<file path="config.mk">
export PLATFORM = sky130hd
export DESIGN_NAME = base64_osc52_encoder_unit_flat
export DESIGN_NICKNAME = d
export VERILOG_FILES = /design/src/rtl/core/b64e_pkg.sv /design/src/rtl/core/b64e_if.sv /design/src/rtl/core/base64_osc52_encoder_unit.sv /design/src/rtl/core/b64e_front.sv /design/src/rtl/core/b64e_serial.sv /design/src/flat_wrapper.sv
export SDC_FILE = /design/constraint.sdc
export NUM_CORES = 1
export LEC_CHECK = 0
export BUFFER_PORTS_ARGS = -buffer_cell sky130_fd_sc_hd__buf_2
export CORE_MARGIN = 1
export CORE_UTILIZATION = 55
export DETAILED_ROUTE_END_ITERATION = 10
export HOLD_SLACK_MARGIN = 0.08
export PLACE_DENSITY = 0.74
export SYNTH_ARGS = -nofsm -noshare
export SYNTH_HDL_FRONTEND = slang
export SYNTH_SLANG_ARGS = --single-unit
</file>
<file path="constraint.sdc">
create_clock -name clock -period 3.65 [get_ports clock]
set_clock_uncertainty 0.1 [all_clocks]
set_input_delay 0.5475 -clock clock [delete_from_list [all_inputs] [get_ports clock]]
set_output_delay 0.5475 -clock clock [all_outputs]
set_load 0.005 [all_outputs]
</file>
<file path="src/rtl/core/b64e_pkg.sv">
// b64e_pkg: shared types, constants and the symbol table of the base64 encoder
`timescale 1ns / 1ps

package b64e_pkg;

   // slot layout of one expanded request: prefix, two symbols, two pads, bel
   localparam int unsigned SlotCount  = 12;
   localparam int unsigned PrefixLen  = 7;
   localparam int unsigned SlotIdxW   = 4;
   localparam logic [SlotIdxW-1:0] SlotPrefixLast = 4'd6;
   localparam logic [SlotIdxW-1:0] SlotSym0       = 4'd7;
   localparam logic [SlotIdxW-1:0] SlotSym1       = 4'd8;
   localparam logic [SlotIdxW-1:0] SlotPad0       = 4'd9;
   localparam logic [SlotIdxW-1:0] SlotPad1       = 4'd10;
   localparam logic [SlotIdxW-1:0] SlotBel        = 4'd11;

   localparam logic [7:0] PadChar = 8'h3D;
   localparam logic [7:0] BelChar = 8'h07;

   // group phase codes
   localparam logic [1:0] PhaseStart = 2'd0;
   localparam logic [1:0] PhaseOne   = 2'd1;
   localparam logic [1:0] PhaseTwo   = 2'd2;

   typedef logic [SlotCount-1:0] slot_mask_type;
   typedef logic [SlotIdxW-1:0]  slot_idx_type;

   // one expanded request handed from the front end to the serializer
   typedef struct packed {
      slot_mask_type mask;
      logic [5:0]    sym0;
      logic [5:0]    sym1;
      logic          msg_last;
   } job_type;

   // osc 52 prefix: ESC ] 5 2 ; c ;
   function automatic logic [7:0] prefix_char(input slot_idx_type idx);
      logic [7:0] ch;
      case (idx)
         4'd0:    ch = 8'h1B;
         4'd1:    ch = 8'h5D;
         4'd2:    ch = 8'h35;
         4'd3:    ch = 8'h32;
         4'd4:    ch = 8'h3B;
         4'd5:    ch = 8'h63;
         4'd6:    ch = 8'h3B;
         default: ch = 8'h3B;
      endcase
      return ch;
   endfunction

   // standard base64 alphabet
   function automatic logic [7:0] b64_char(input logic [5:0] v);
      logic [7:0] ch;
      logic [7:0] v8;
      v8 = {2'b00, v};
      if (v < 6'd26) begin
         ch = v8 + 8'h41;
      end else if (v < 6'd52) begin
         ch = v8 - 8'd26 + 8'h61;
      end else if (v < 6'd62) begin
         ch = v8 - 8'd52 + 8'h30;
      end else if (v == 6'd62) begin
         ch = 8'h2B;
      end else begin
         ch = 8'h2F;
      end
      return ch;
   endfunction

endpackage

</file>
<file path="src/rtl/core/b64e_if.sv">
// b64e_if: request and response channel interfaces of the base64 encoder
`timescale 1ns / 1ps

interface b64e_req_if;
   logic       valid;
   logic       ready;
   logic [7:0] data_byte;
   logic       has_data;
   logic       last_byte;

   modport source (output valid, output data_byte, output has_data, output last_byte,
                   input ready);
   modport sink   (input valid, input data_byte, input has_data, input last_byte,
                   output ready);
endinterface

interface b64e_rsp_if;
   logic       valid;
   logic       ready;
   logic [7:0] out_char;
   logic       run_last;
   logic       message_end;

   modport source (output valid, output out_char, output run_last, output message_end,
                   input ready);
   modport sink   (input valid, input out_char, input run_last, input message_end,
                   output ready);
endinterface

</file>
<file path="src/rtl/core/base64_osc52_encoder_unit.sv">
// base64_osc52_encoder_unit: streaming base64 encoder with optional osc 52 wrapping
//
//   channel  dir  handshake           payload
//   req_if   in   valid/ready         data_byte[7:0], has_data, last_byte
//   rsp_if   out  valid/ready         out_char[7:0], run_last, message_end
//   csr      in   write enable only   csr_write_data = osc_wrap
//
// a request is expanded in the cycle it is accepted and its characters leave
// one per cycle from the output register while the response is not stalled.
// a request makes 0 to 12 characters (1 or 2 for a plain data byte, about
// 4/3 on average).
// the next request is accepted in the cycle the last character of the current
// one moves to the output register, so requests follow back to back.
// reset is synchronous: wrap enabled, no message open, nothing pending.
// a stalled response holds the output register and then the slot register.
`timescale 1ns / 1ps

module base64_osc52_encoder_unit (
   input  logic       clock,
   input  logic       reset,
   b64e_req_if.sink   req_if,
   b64e_rsp_if.source rsp_if,
   input  logic       csr_write_enable,
   input  logic       csr_write_data
);

   b64e_pkg::job_type job;
   logic              job_ready;
   logic              accept;

   // request accept
   assign accept       = req_if.valid && job_ready;
   assign req_if.ready = job_ready;

   // group state and expansion
   b64e_front u_front (
      .clock            (clock),
      .reset            (reset),
      .accept           (accept),
      .data_byte        (req_if.data_byte),
      .has_data         (req_if.has_data),
      .last_byte        (req_if.last_byte),
      .csr_write_enable (csr_write_enable),
      .csr_write_data   (csr_write_data),
      .job              (job)
   );

   // character serializer and output register
   b64e_serial u_serial (
      .clock           (clock),
      .reset           (reset),
      .load            (accept),
      .job_in          (job),
      .job_ready       (job_ready),
      .rsp_valid       (rsp_if.valid),
      .rsp_ready       (rsp_if.ready),
      .rsp_char        (rsp_if.out_char),
      .rsp_run_last    (rsp_if.run_last),
      .rsp_message_end (rsp_if.message_end)
   );

endmodule

</file>
<file path="src/rtl/core/b64e_front.sv">
// b64e_front: group state, wrap register and expansion of one request into slots
`timescale 1ns / 1ps

module b64e_front (
   input  logic             clock,
   input  logic             reset,
   input  logic             accept,
   input  logic [7:0]       data_byte,
   input  logic             has_data,
   input  logic             last_byte,
   input  logic             csr_write_enable,
   input  logic             csr_write_data,
   output b64e_pkg::job_type job
);

   logic       wrap_ff, wrap_in;
   logic [1:0] phase_ff, phase_in;
   logic [3:0] carry_ff, carry_in;
   logic       open_ff, open_in;

   logic [1:0] ph_mid;
   logic [3:0] cr_mid;
   logic [5:0] sym_a, sym_b;
   logic       sym_a_vld, sym_b_vld;
   logic [5:0] flush_sym;
   logic       flush_vld;
   logic [1:0] pad_cnt;
   logic       active;

   // data part of the group, then flush and padding on close
   always_comb begin
      active    = has_data | last_byte;
      ph_mid    = phase_ff;
      cr_mid    = carry_ff;
      sym_a     = '0;
      sym_b     = '0;
      sym_a_vld = 1'b0;
      sym_b_vld = 1'b0;
      flush_sym = '0;
      flush_vld = 1'b0;
      pad_cnt   = 2'd0;

      if (has_data) begin
         case (phase_ff)
            b64e_pkg::PhaseOne: begin
               sym_a     = {carry_ff[1:0], data_byte[7:4]};
               sym_a_vld = 1'b1;
               cr_mid    = data_byte[3:0];
               ph_mid    = b64e_pkg::PhaseTwo;
            end
            b64e_pkg::PhaseTwo: begin
               sym_a     = {carry_ff, data_byte[7:6]};
               sym_b     = data_byte[5:0];
               sym_a_vld = 1'b1;
               sym_b_vld = 1'b1;
               cr_mid    = 4'd0;
               ph_mid    = b64e_pkg::PhaseStart;
            end
            default: begin
               // start of group, and the unused phase code
               sym_a     = data_byte[7:2];
               sym_a_vld = 1'b1;
               cr_mid    = {2'b00, data_byte[1:0]};
               ph_mid    = b64e_pkg::PhaseOne;
            end
         endcase
      end

      if (last_byte) begin
         case (ph_mid)
            b64e_pkg::PhaseOne: begin
               flush_sym = {cr_mid[1:0], 4'b0000};
               flush_vld = 1'b1;
               pad_cnt   = 2'd2;
            end
            b64e_pkg::PhaseTwo: begin
               flush_sym = {cr_mid, 2'b00};
               flush_vld = 1'b1;
               pad_cnt   = 2'd1;
            end
            default: begin
               flush_vld = 1'b0;
            end
         endcase
      end

      // pack symbols into the two symbol slots in order
      job.mask = '0;
      job.sym0 = sym_a;
      job.sym1 = sym_b;
      if (flush_vld) begin
         if (sym_a_vld) begin
            job.sym1 = flush_sym;
         end else begin
            job.sym0 = flush_sym;
         end
      end
      if (active) begin
         job.mask[b64e_pkg::PrefixLen-1:0] = {b64e_pkg::PrefixLen{~open_ff & wrap_ff}};
         job.mask[b64e_pkg::SlotSym0]      = sym_a_vld | flush_vld;
         job.mask[b64e_pkg::SlotSym1]      = sym_b_vld | (sym_a_vld & flush_vld);
         job.mask[b64e_pkg::SlotPad0]      = pad_cnt != 2'd0;
         job.mask[b64e_pkg::SlotPad1]      = pad_cnt == 2'd2;
         job.mask[b64e_pkg::SlotBel]       = last_byte & wrap_ff;
      end
      job.msg_last = last_byte;
   end

   // next state of the group
   always_comb begin
      wrap_in  = csr_write_enable ? csr_write_data : wrap_ff;
      phase_in = phase_ff;
      carry_in = carry_ff;
      open_in  = open_ff;
      if (accept && active) begin
         if (last_byte) begin
            phase_in = b64e_pkg::PhaseStart;
            carry_in = 4'd0;
            open_in  = 1'b0;
         end else begin
            phase_in = ph_mid;
            carry_in = cr_mid;
            open_in  = 1'b1;
         end
      end
   end

   // state registers
   always_ff @(posedge clock) begin
      if (reset) begin
         wrap_ff  <= 1'b1;
         phase_ff <= b64e_pkg::PhaseStart;
         carry_ff <= 4'd0;
         open_ff  <= 1'b0;
      end else begin
         wrap_ff  <= wrap_in;
         phase_ff <= phase_in;
         carry_ff <= carry_in;
         open_ff  <= open_in;
      end
   end

   // a closed message leaves no carry behind
   assert property (@(posedge clock) disable iff (reset)
      !open_ff |-> (phase_ff == b64e_pkg::PhaseStart && carry_ff == 4'd0))
      else $error("b64e_front: leftover bits with no message open");

   // the group phase code three never arises
   assert property (@(posedge clock) disable iff (reset)
      phase_ff != 2'd3)
      else $error("b64e_front: unused group phase reached");

   // a closing request always ends the message
   assert property (@(posedge clock) disable iff (reset)
      accept && last_byte |=> !open_ff)
      else $error("b64e_front: message still open after close");

endmodule

</file>
<file path="src/rtl/core/b64e_serial.sv">
// b64e_serial: holds one expanded request and sends its characters one per cycle unless the response stalls
`timescale 1ns / 1ps

module b64e_serial (
   input  logic              clock,
   input  logic              reset,
   input  logic              load,
   input  b64e_pkg::job_type job_in,
   output logic              job_ready,
   output logic              rsp_valid,
   input  logic              rsp_ready,
   output logic [7:0]        rsp_char,
   output logic              rsp_run_last,
   output logic              rsp_message_end
);

   b64e_pkg::slot_mask_type mask_ff, mask_in;
   logic [5:0]              sym0_ff, sym1_ff;
   logic                    msg_last_ff;

   logic       out_valid_ff, out_valid_in;
   logic [7:0] out_char_ff;
   logic       out_run_last_ff;
   logic       out_end_ff;

   b64e_pkg::slot_idx_type  idx;
   b64e_pkg::slot_mask_type low_bit;
   logic [7:0]              pick_char;
   logic                    busy;
   logic                    one_left;
   logic                    out_free;
   logic                    pop;

   // lowest pending slot
   always_comb begin
      idx = '0;
      for (int i = b64e_pkg::SlotCount - 1; i >= 0; i--) begin
         if (mask_ff[i]) begin
            idx = b64e_pkg::slot_idx_type'(i);
         end
      end
      low_bit  = mask_ff & (~mask_ff + b64e_pkg::slot_mask_type'(1));
      busy     = mask_ff != '0;
      one_left = busy && ((mask_ff & ~low_bit) == '0);
   end

   // character of the chosen slot
   always_comb begin
      case (idx) inside
         [4'd0:b64e_pkg::SlotPrefixLast]: pick_char = b64e_pkg::prefix_char(idx);
         b64e_pkg::SlotSym0:              pick_char = b64e_pkg::b64_char(sym0_ff);
         b64e_pkg::SlotSym1:              pick_char = b64e_pkg::b64_char(sym1_ff);
         b64e_pkg::SlotPad0,
         b64e_pkg::SlotPad1:              pick_char = b64e_pkg::PadChar;
         default:                         pick_char = b64e_pkg::BelChar;
      endcase
   end

   // handshake between slot register and output register
   always_comb begin
      out_free     = !out_valid_ff || rsp_ready;
      pop          = busy && out_free;
      job_ready    = !busy || (pop && one_left);
      out_valid_in = pop || (out_valid_ff && !rsp_ready);
      mask_in      = mask_ff;
      if (load) begin
         mask_in = job_in.mask;
      end else if (pop) begin
         mask_in = mask_ff & ~low_bit;
      end
   end

   // control registers
   always_ff @(posedge clock) begin
      if (reset) begin
         mask_ff      <= '0;
         out_valid_ff <= 1'b0;
      end else begin
         mask_ff      <= mask_in;
         out_valid_ff <= out_valid_in;
      end
   end

   // payload registers
   always_ff @(posedge clock) begin
      if (load) begin
         sym0_ff     <= job_in.sym0;
         sym1_ff     <= job_in.sym1;
         msg_last_ff <= job_in.msg_last;
      end
      if (pop) begin
         out_char_ff     <= pick_char;
         out_run_last_ff <= one_left;
         out_end_ff      <= one_left && msg_last_ff;
      end
   end

   assign rsp_valid       = out_valid_ff;
   assign rsp_char        = out_char_ff;
   assign rsp_run_last    = out_run_last_ff;
   assign rsp_message_end = out_end_ff;

   // a new request never overwrites pending characters
   assert property (@(posedge clock) disable iff (reset)
      load && busy |-> pop && one_left)
      else $error("b64e_serial: request loaded over pending characters");

   // a character moved out shows up as a valid response
   assert property (@(posedge clock) disable iff (reset)
      pop |=> out_valid_ff)
      else $error("b64e_serial: popped character lost");

   // message end only on the last character of a request
   assert property (@(posedge clock) disable iff (reset)
      out_valid_ff && out_end_ff |-> out_run_last_ff)
      else $error("b64e_serial: message end without run end");

   // a loaded request with characters keeps the serializer busy
   assert property (@(posedge clock) disable iff (reset)
      load && job_in.mask != '0 |=> busy)
      else $error("b64e_serial: loaded request dropped");

endmodule
</file>
<file path="src/flat_wrapper.sv">
// flat-port wrapper written by rule: the top's interface ports become plain ports
module base64_osc52_encoder_unit_flat 
  (clock, reset, csr_write_enable, csr_write_data, req_if_valid, req_if_data_byte, req_if_has_data, req_if_last_byte, req_if_ready, rsp_if_valid, rsp_if_out_char, rsp_if_run_last, rsp_if_message_end, rsp_if_ready);
  b64e_req_if req_if_i ();
  b64e_rsp_if rsp_if_i ();
  input  logic clock;
  input  logic reset;
  input  logic csr_write_enable;
  input  logic csr_write_data;
  input wire logic [$bits(req_if_i.valid)-1:0] req_if_valid;
  input wire logic [$bits(req_if_i.data_byte)-1:0] req_if_data_byte;
  input wire logic [$bits(req_if_i.has_data)-1:0] req_if_has_data;
  input wire logic [$bits(req_if_i.last_byte)-1:0] req_if_last_byte;
  output wire logic [$bits(req_if_i.ready)-1:0] req_if_ready;
  output wire logic [$bits(rsp_if_i.valid)-1:0] rsp_if_valid;
  output wire logic [$bits(rsp_if_i.out_char)-1:0] rsp_if_out_char;
  output wire logic [$bits(rsp_if_i.run_last)-1:0] rsp_if_run_last;
  output wire logic [$bits(rsp_if_i.message_end)-1:0] rsp_if_message_end;
  input wire logic [$bits(rsp_if_i.ready)-1:0] rsp_if_ready;
  assign req_if_i.valid = req_if_valid;
  assign req_if_i.data_byte = req_if_data_byte;
  assign req_if_i.has_data = req_if_has_data;
  assign req_if_i.last_byte = req_if_last_byte;
  assign req_if_ready = req_if_i.ready;
  assign rsp_if_valid = rsp_if_i.valid;
  assign rsp_if_out_char = rsp_if_i.out_char;
  assign rsp_if_run_last = rsp_if_i.run_last;
  assign rsp_if_message_end = rsp_if_i.message_end;
  assign rsp_if_i.ready = rsp_if_ready;
  base64_osc52_encoder_unit u_core (.clock(clock), .reset(reset), .req_if(req_if_i), .rsp_if(rsp_if_i), .csr_write_enable(csr_write_enable), .csr_write_data(csr_write_data));
endmodule
</file>
==> flow_summary_export.csv <==
group,metric,value,unit
synth,yosysTopAreaCellShare,19.1,%
finish,antenna_cells,0,
clock_network,htree_levels,2,
synth,ys_types,65,
finish,nets,476,
clock_network,cts_inserted_buffers,5,
detailed_routing,vias_per_cell,6.08,
detailed_routing,dr.pass1.iters,5,
timing,timing.slew.headroom,45.0,%
worst_setup_path,cp_slowest_stage_delay,0.65,ns
global_route,grt_max_degree,29,
clock_network,cts_resized,0,
timing,finalSetupViolCount,0,
floorplan,fp.coreArea,6350,um^2
worst_setup_path,reg2reg_setup_slack,0.86,ns
timing,rsz0062_at_grt,"no",
clock_network,clk_pin_slew_worst_paths,0.09,ns
power_and_ir_drop,p_clk_share,8.5,%
placement,place.gp.congestion,0.859,
detailed_routing,drcViolationCount,0,
floorplan,rows,29,
synth,netlist_area,3620,um^2
detailed_routing,ant_nets,0,
floorplan,die_area,6910,um^2
clock_network,clk_latency,0.30,ns
power_and_ir_drop,power.internal,2.11,mW
worst_setup_path,critPathMostFrequentCell,"o31ai_1",
run_status,outcome,"finished, final reports clean",
clock_network,cts_setup_buffers,0,
synth,syn_nets,463,
synth,ys.warnings.count,0,
synth,synth_flop_cell,"edfxtp_1",
synth,synth_edf_count,23,
power_and_ir_drop,total_power,4.15,mW
placement,dp_hpwl,6.08,mm
global_route,grt_pass1_wl,13.5,mm
synth,ys_seq_area_share,30.7,%
power_and_ir_drop,comb_power_share,63.3,%
finish,flow.area_growth_from_synthesis,6.67,%
synth,synth_seq_cells,44,
detailed_routing,drt-initial-drc-count,211,
timing,fin_crit_sh,78.4,%
clock_network,cts_buffer_depth,2,
synth,synth_cells,421,
global_route,antenna_found_initial,0,
worst_setup_path,critPathCaptureType,"primary output",
global_route,first_global_vias,2868,
timing,fin_crit,2.86,ns
power_and_ir_drop,seqPwrFrac,28.2,%
job,cap_violations,0,
power_and_ir_drop,p_leak,1.55,nW
finish,drive_gt1_share,13.6,%
floorplan,die_w,83.1,um
placement,io_buffers,27,
global_route,grt_overflow,0,
power_and_ir_drop,ir_drop,0.000714,V
worst_setup_path,cp_data_arrival_time,2.21,ns
worst_setup_path,startpoint_type,"flip-flop",
worst_setup_path,cp_slowest_cell,"or4_4",
power_and_ir_drop,netSwitchingPower,2.04,mW
detailed_routing,vias,3115,
worst_setup_path,cp.required,3.00,ns
worst_setup_path,crit_chain,"or4_4 -> o31ai_1 -> a31oi_1 -> o31ai_1 -> buf_2",
worst_setup_path,worstPathMaxFanout,10,
floorplan,num_io_pins,28,
timing,tightest_slew,0.817,ns
finish,fill_cells,564,
detailed_routing,totalWireLength,7.88,mm
timing,hold_viol,0,
synth,synth.top_cells.by_area,"edfxtp_1 (19%), dfxtp_1 (12%), ha_1 (9.0%), nand2_1 (5.5%), o21ai_0 (4.3%)",
timing,fin_setup_tns,0,ns
power_and_ir_drop,switching_share,49.1,%
clock_network,cts_tree,"built",
clock_network,root_buffer,"clkbuf_8",
timing,max_freq,349,MHz
global_route,track_usage,23.6,%
detailed_routing,wl_per_cell,15.4,um
synth,synthArstFlopShare,0,%
power_and_ir_drop,power.density,1070,nW/um^2
timing,maxSlewViolCount,0,
clock_network,hold_buffers,0,
synth,synth_area_leader_cell,"edfxtp_1",
clock_network,cts_sinks,44,
worst_setup_path,crit_type,"reg2out",
floorplan,dieHeight,83.1,um
synth,synth_area_per_cell,8.59,um^2
floorplan,initial_core_util,57.0,%
timing,holdWs,0.370,ns
hold_path,hp-class,"in2reg",
-- worst max-delay path, delay by kind of cell, from the launching register on --
| kind | cells | cell delay [ns] |
|---|---|---|
| AOI/OAI and AO/OA | 3 | 0.70 |
| buffers and inverters | 1 | 0.16 |
| and+or+nand+nor | 1 | 0.65 |
| DFF | 1 | 0.40 |
-- sequential cells by signal (all words and copies together) (netlist names), 2 cells and up --
name                      flops
u_core.u_serial.sym1_ff       6
u_core.u_serial.rsp_char      8
u_core.u_front.carry_ff       4
u_core.u_serial.sym0_ff       6
u_core.u_serial.mask_ff      12
u_core.u_front.phase_ff       2
-- power by group through the flow --
stage	Clock [mW]	Combinational [mW]	Sequential (mW)
final	0.353	2.62	1.17
after global routing	0.379	2.92	1.21
after CTS	0.357	2.61	1.16
after detailed placement	0	2.59	1.18
after global placement	0	2.53	1.16
after floorplan	0	2.14	1.02
-- stage by stage --
stage                     utilization (%)  instances  setup slack, ns  instance area, um^2
final                                60.8        512            0.788                 3860
after global routing                 60.8        512            0.634                 3860
after CTS                            60.8        512            0.800                 3860
after detailed placement             59.0        504            0.890                 3750
after global placement               59.0        504            0.968                 3750
after floorplan                         -        421             1.10                 3620
-- Yosys cell counts, types with 10 or more instances --
cell type,n
o21ai_0,31
xnor2_1,10
nor2_1,21
inv_1,25
ha_1,26
dfxtp_1,21
a21oi_1,18
nand3_1,11
edfxtp_1,23
xor2_1,14
nand2_1,53
clkbuf_1,13
-- placed cells by master, fill, tap and decap left out, types with 4 or more instances in the layout --
cell	netlist	final
and2_1	7	7
o31ai_1	5	5
nor2_1	21	21
o311ai_0	4	4
o41ai_2	4	4
nand3_1	11	11
o211ai_1	9	9
clkbuf_8	1	5
a22oi_1	6	6
a221oi_1	4	4
dfxtp_1	21	21
a211o_2	4	4
nand2b_1	6	6
nand4_1	4	4
mux2i_1	8	8
nand2_1	53	53
edfxtp_1	23	23
nor4_1	6	6
xnor2_1	10	10
a31oi_1	4	4
xor2_1	14	14
a21oi_1	18	18
buf_2	4	27
or2_2	4	4
o21ai_0	31	31
ha_1	26	26
inv_1	25	25
nor3_1	7	7
buf_4	0	4
nor2b_1	8	8
-- cells by family after synthesis --
family,count (synthesis),share of synthesized area [%]
compound gates,126,26.3
xor+xnor,24,5.81
fa+ha+maj,28,9.54
buf+inv,51,6.33
flops,44,30.7
mux,9,2.52
simple gates,139,18.8
-- cell type report --
class                      count  area (um^2)  share of cell area [%]
timing repair buffer          31          165                    4.28
inverter                      26         97.6                    2.53
multi-input combinational    326         2280                    59.0
clock inverter                 2         17.5                   0.454
clock buffer                   6         93.8                    2.43
sequential                    44         1110                    28.8
tap                           77         96.3                    2.50
-- final timing paths --
check	start	endpoint	cells after the start
worst max-delay path	u_core.u_serial.mask_ff[0]	req_if_ready	5
worst min-delay path	csr_write_data	u_core.u_front.wrap_ff	3
worst max register to register	u_core.u_serial.mask_ff[0]	u_core.u_serial.mask_ff[7]	7
worst min register to register	u_core.u_front.carry_ff[2]	u_core.u_front.carry_ff[2]	2
-- routing by layer --
layer | global-route usage [%] | vias to the layer above | part of all wire [%]
li1 | - | 1564 | -
met1 | 32.9 | 1473 | 47
met2 | 38.0 | 71 | 48
met3 | 4.37 | 7 | 3.9
met4 | 5.80 | 0 | 0.79
met5 | 0 | - | 0
Note: power is estimated with default switching activity, not from simulation.
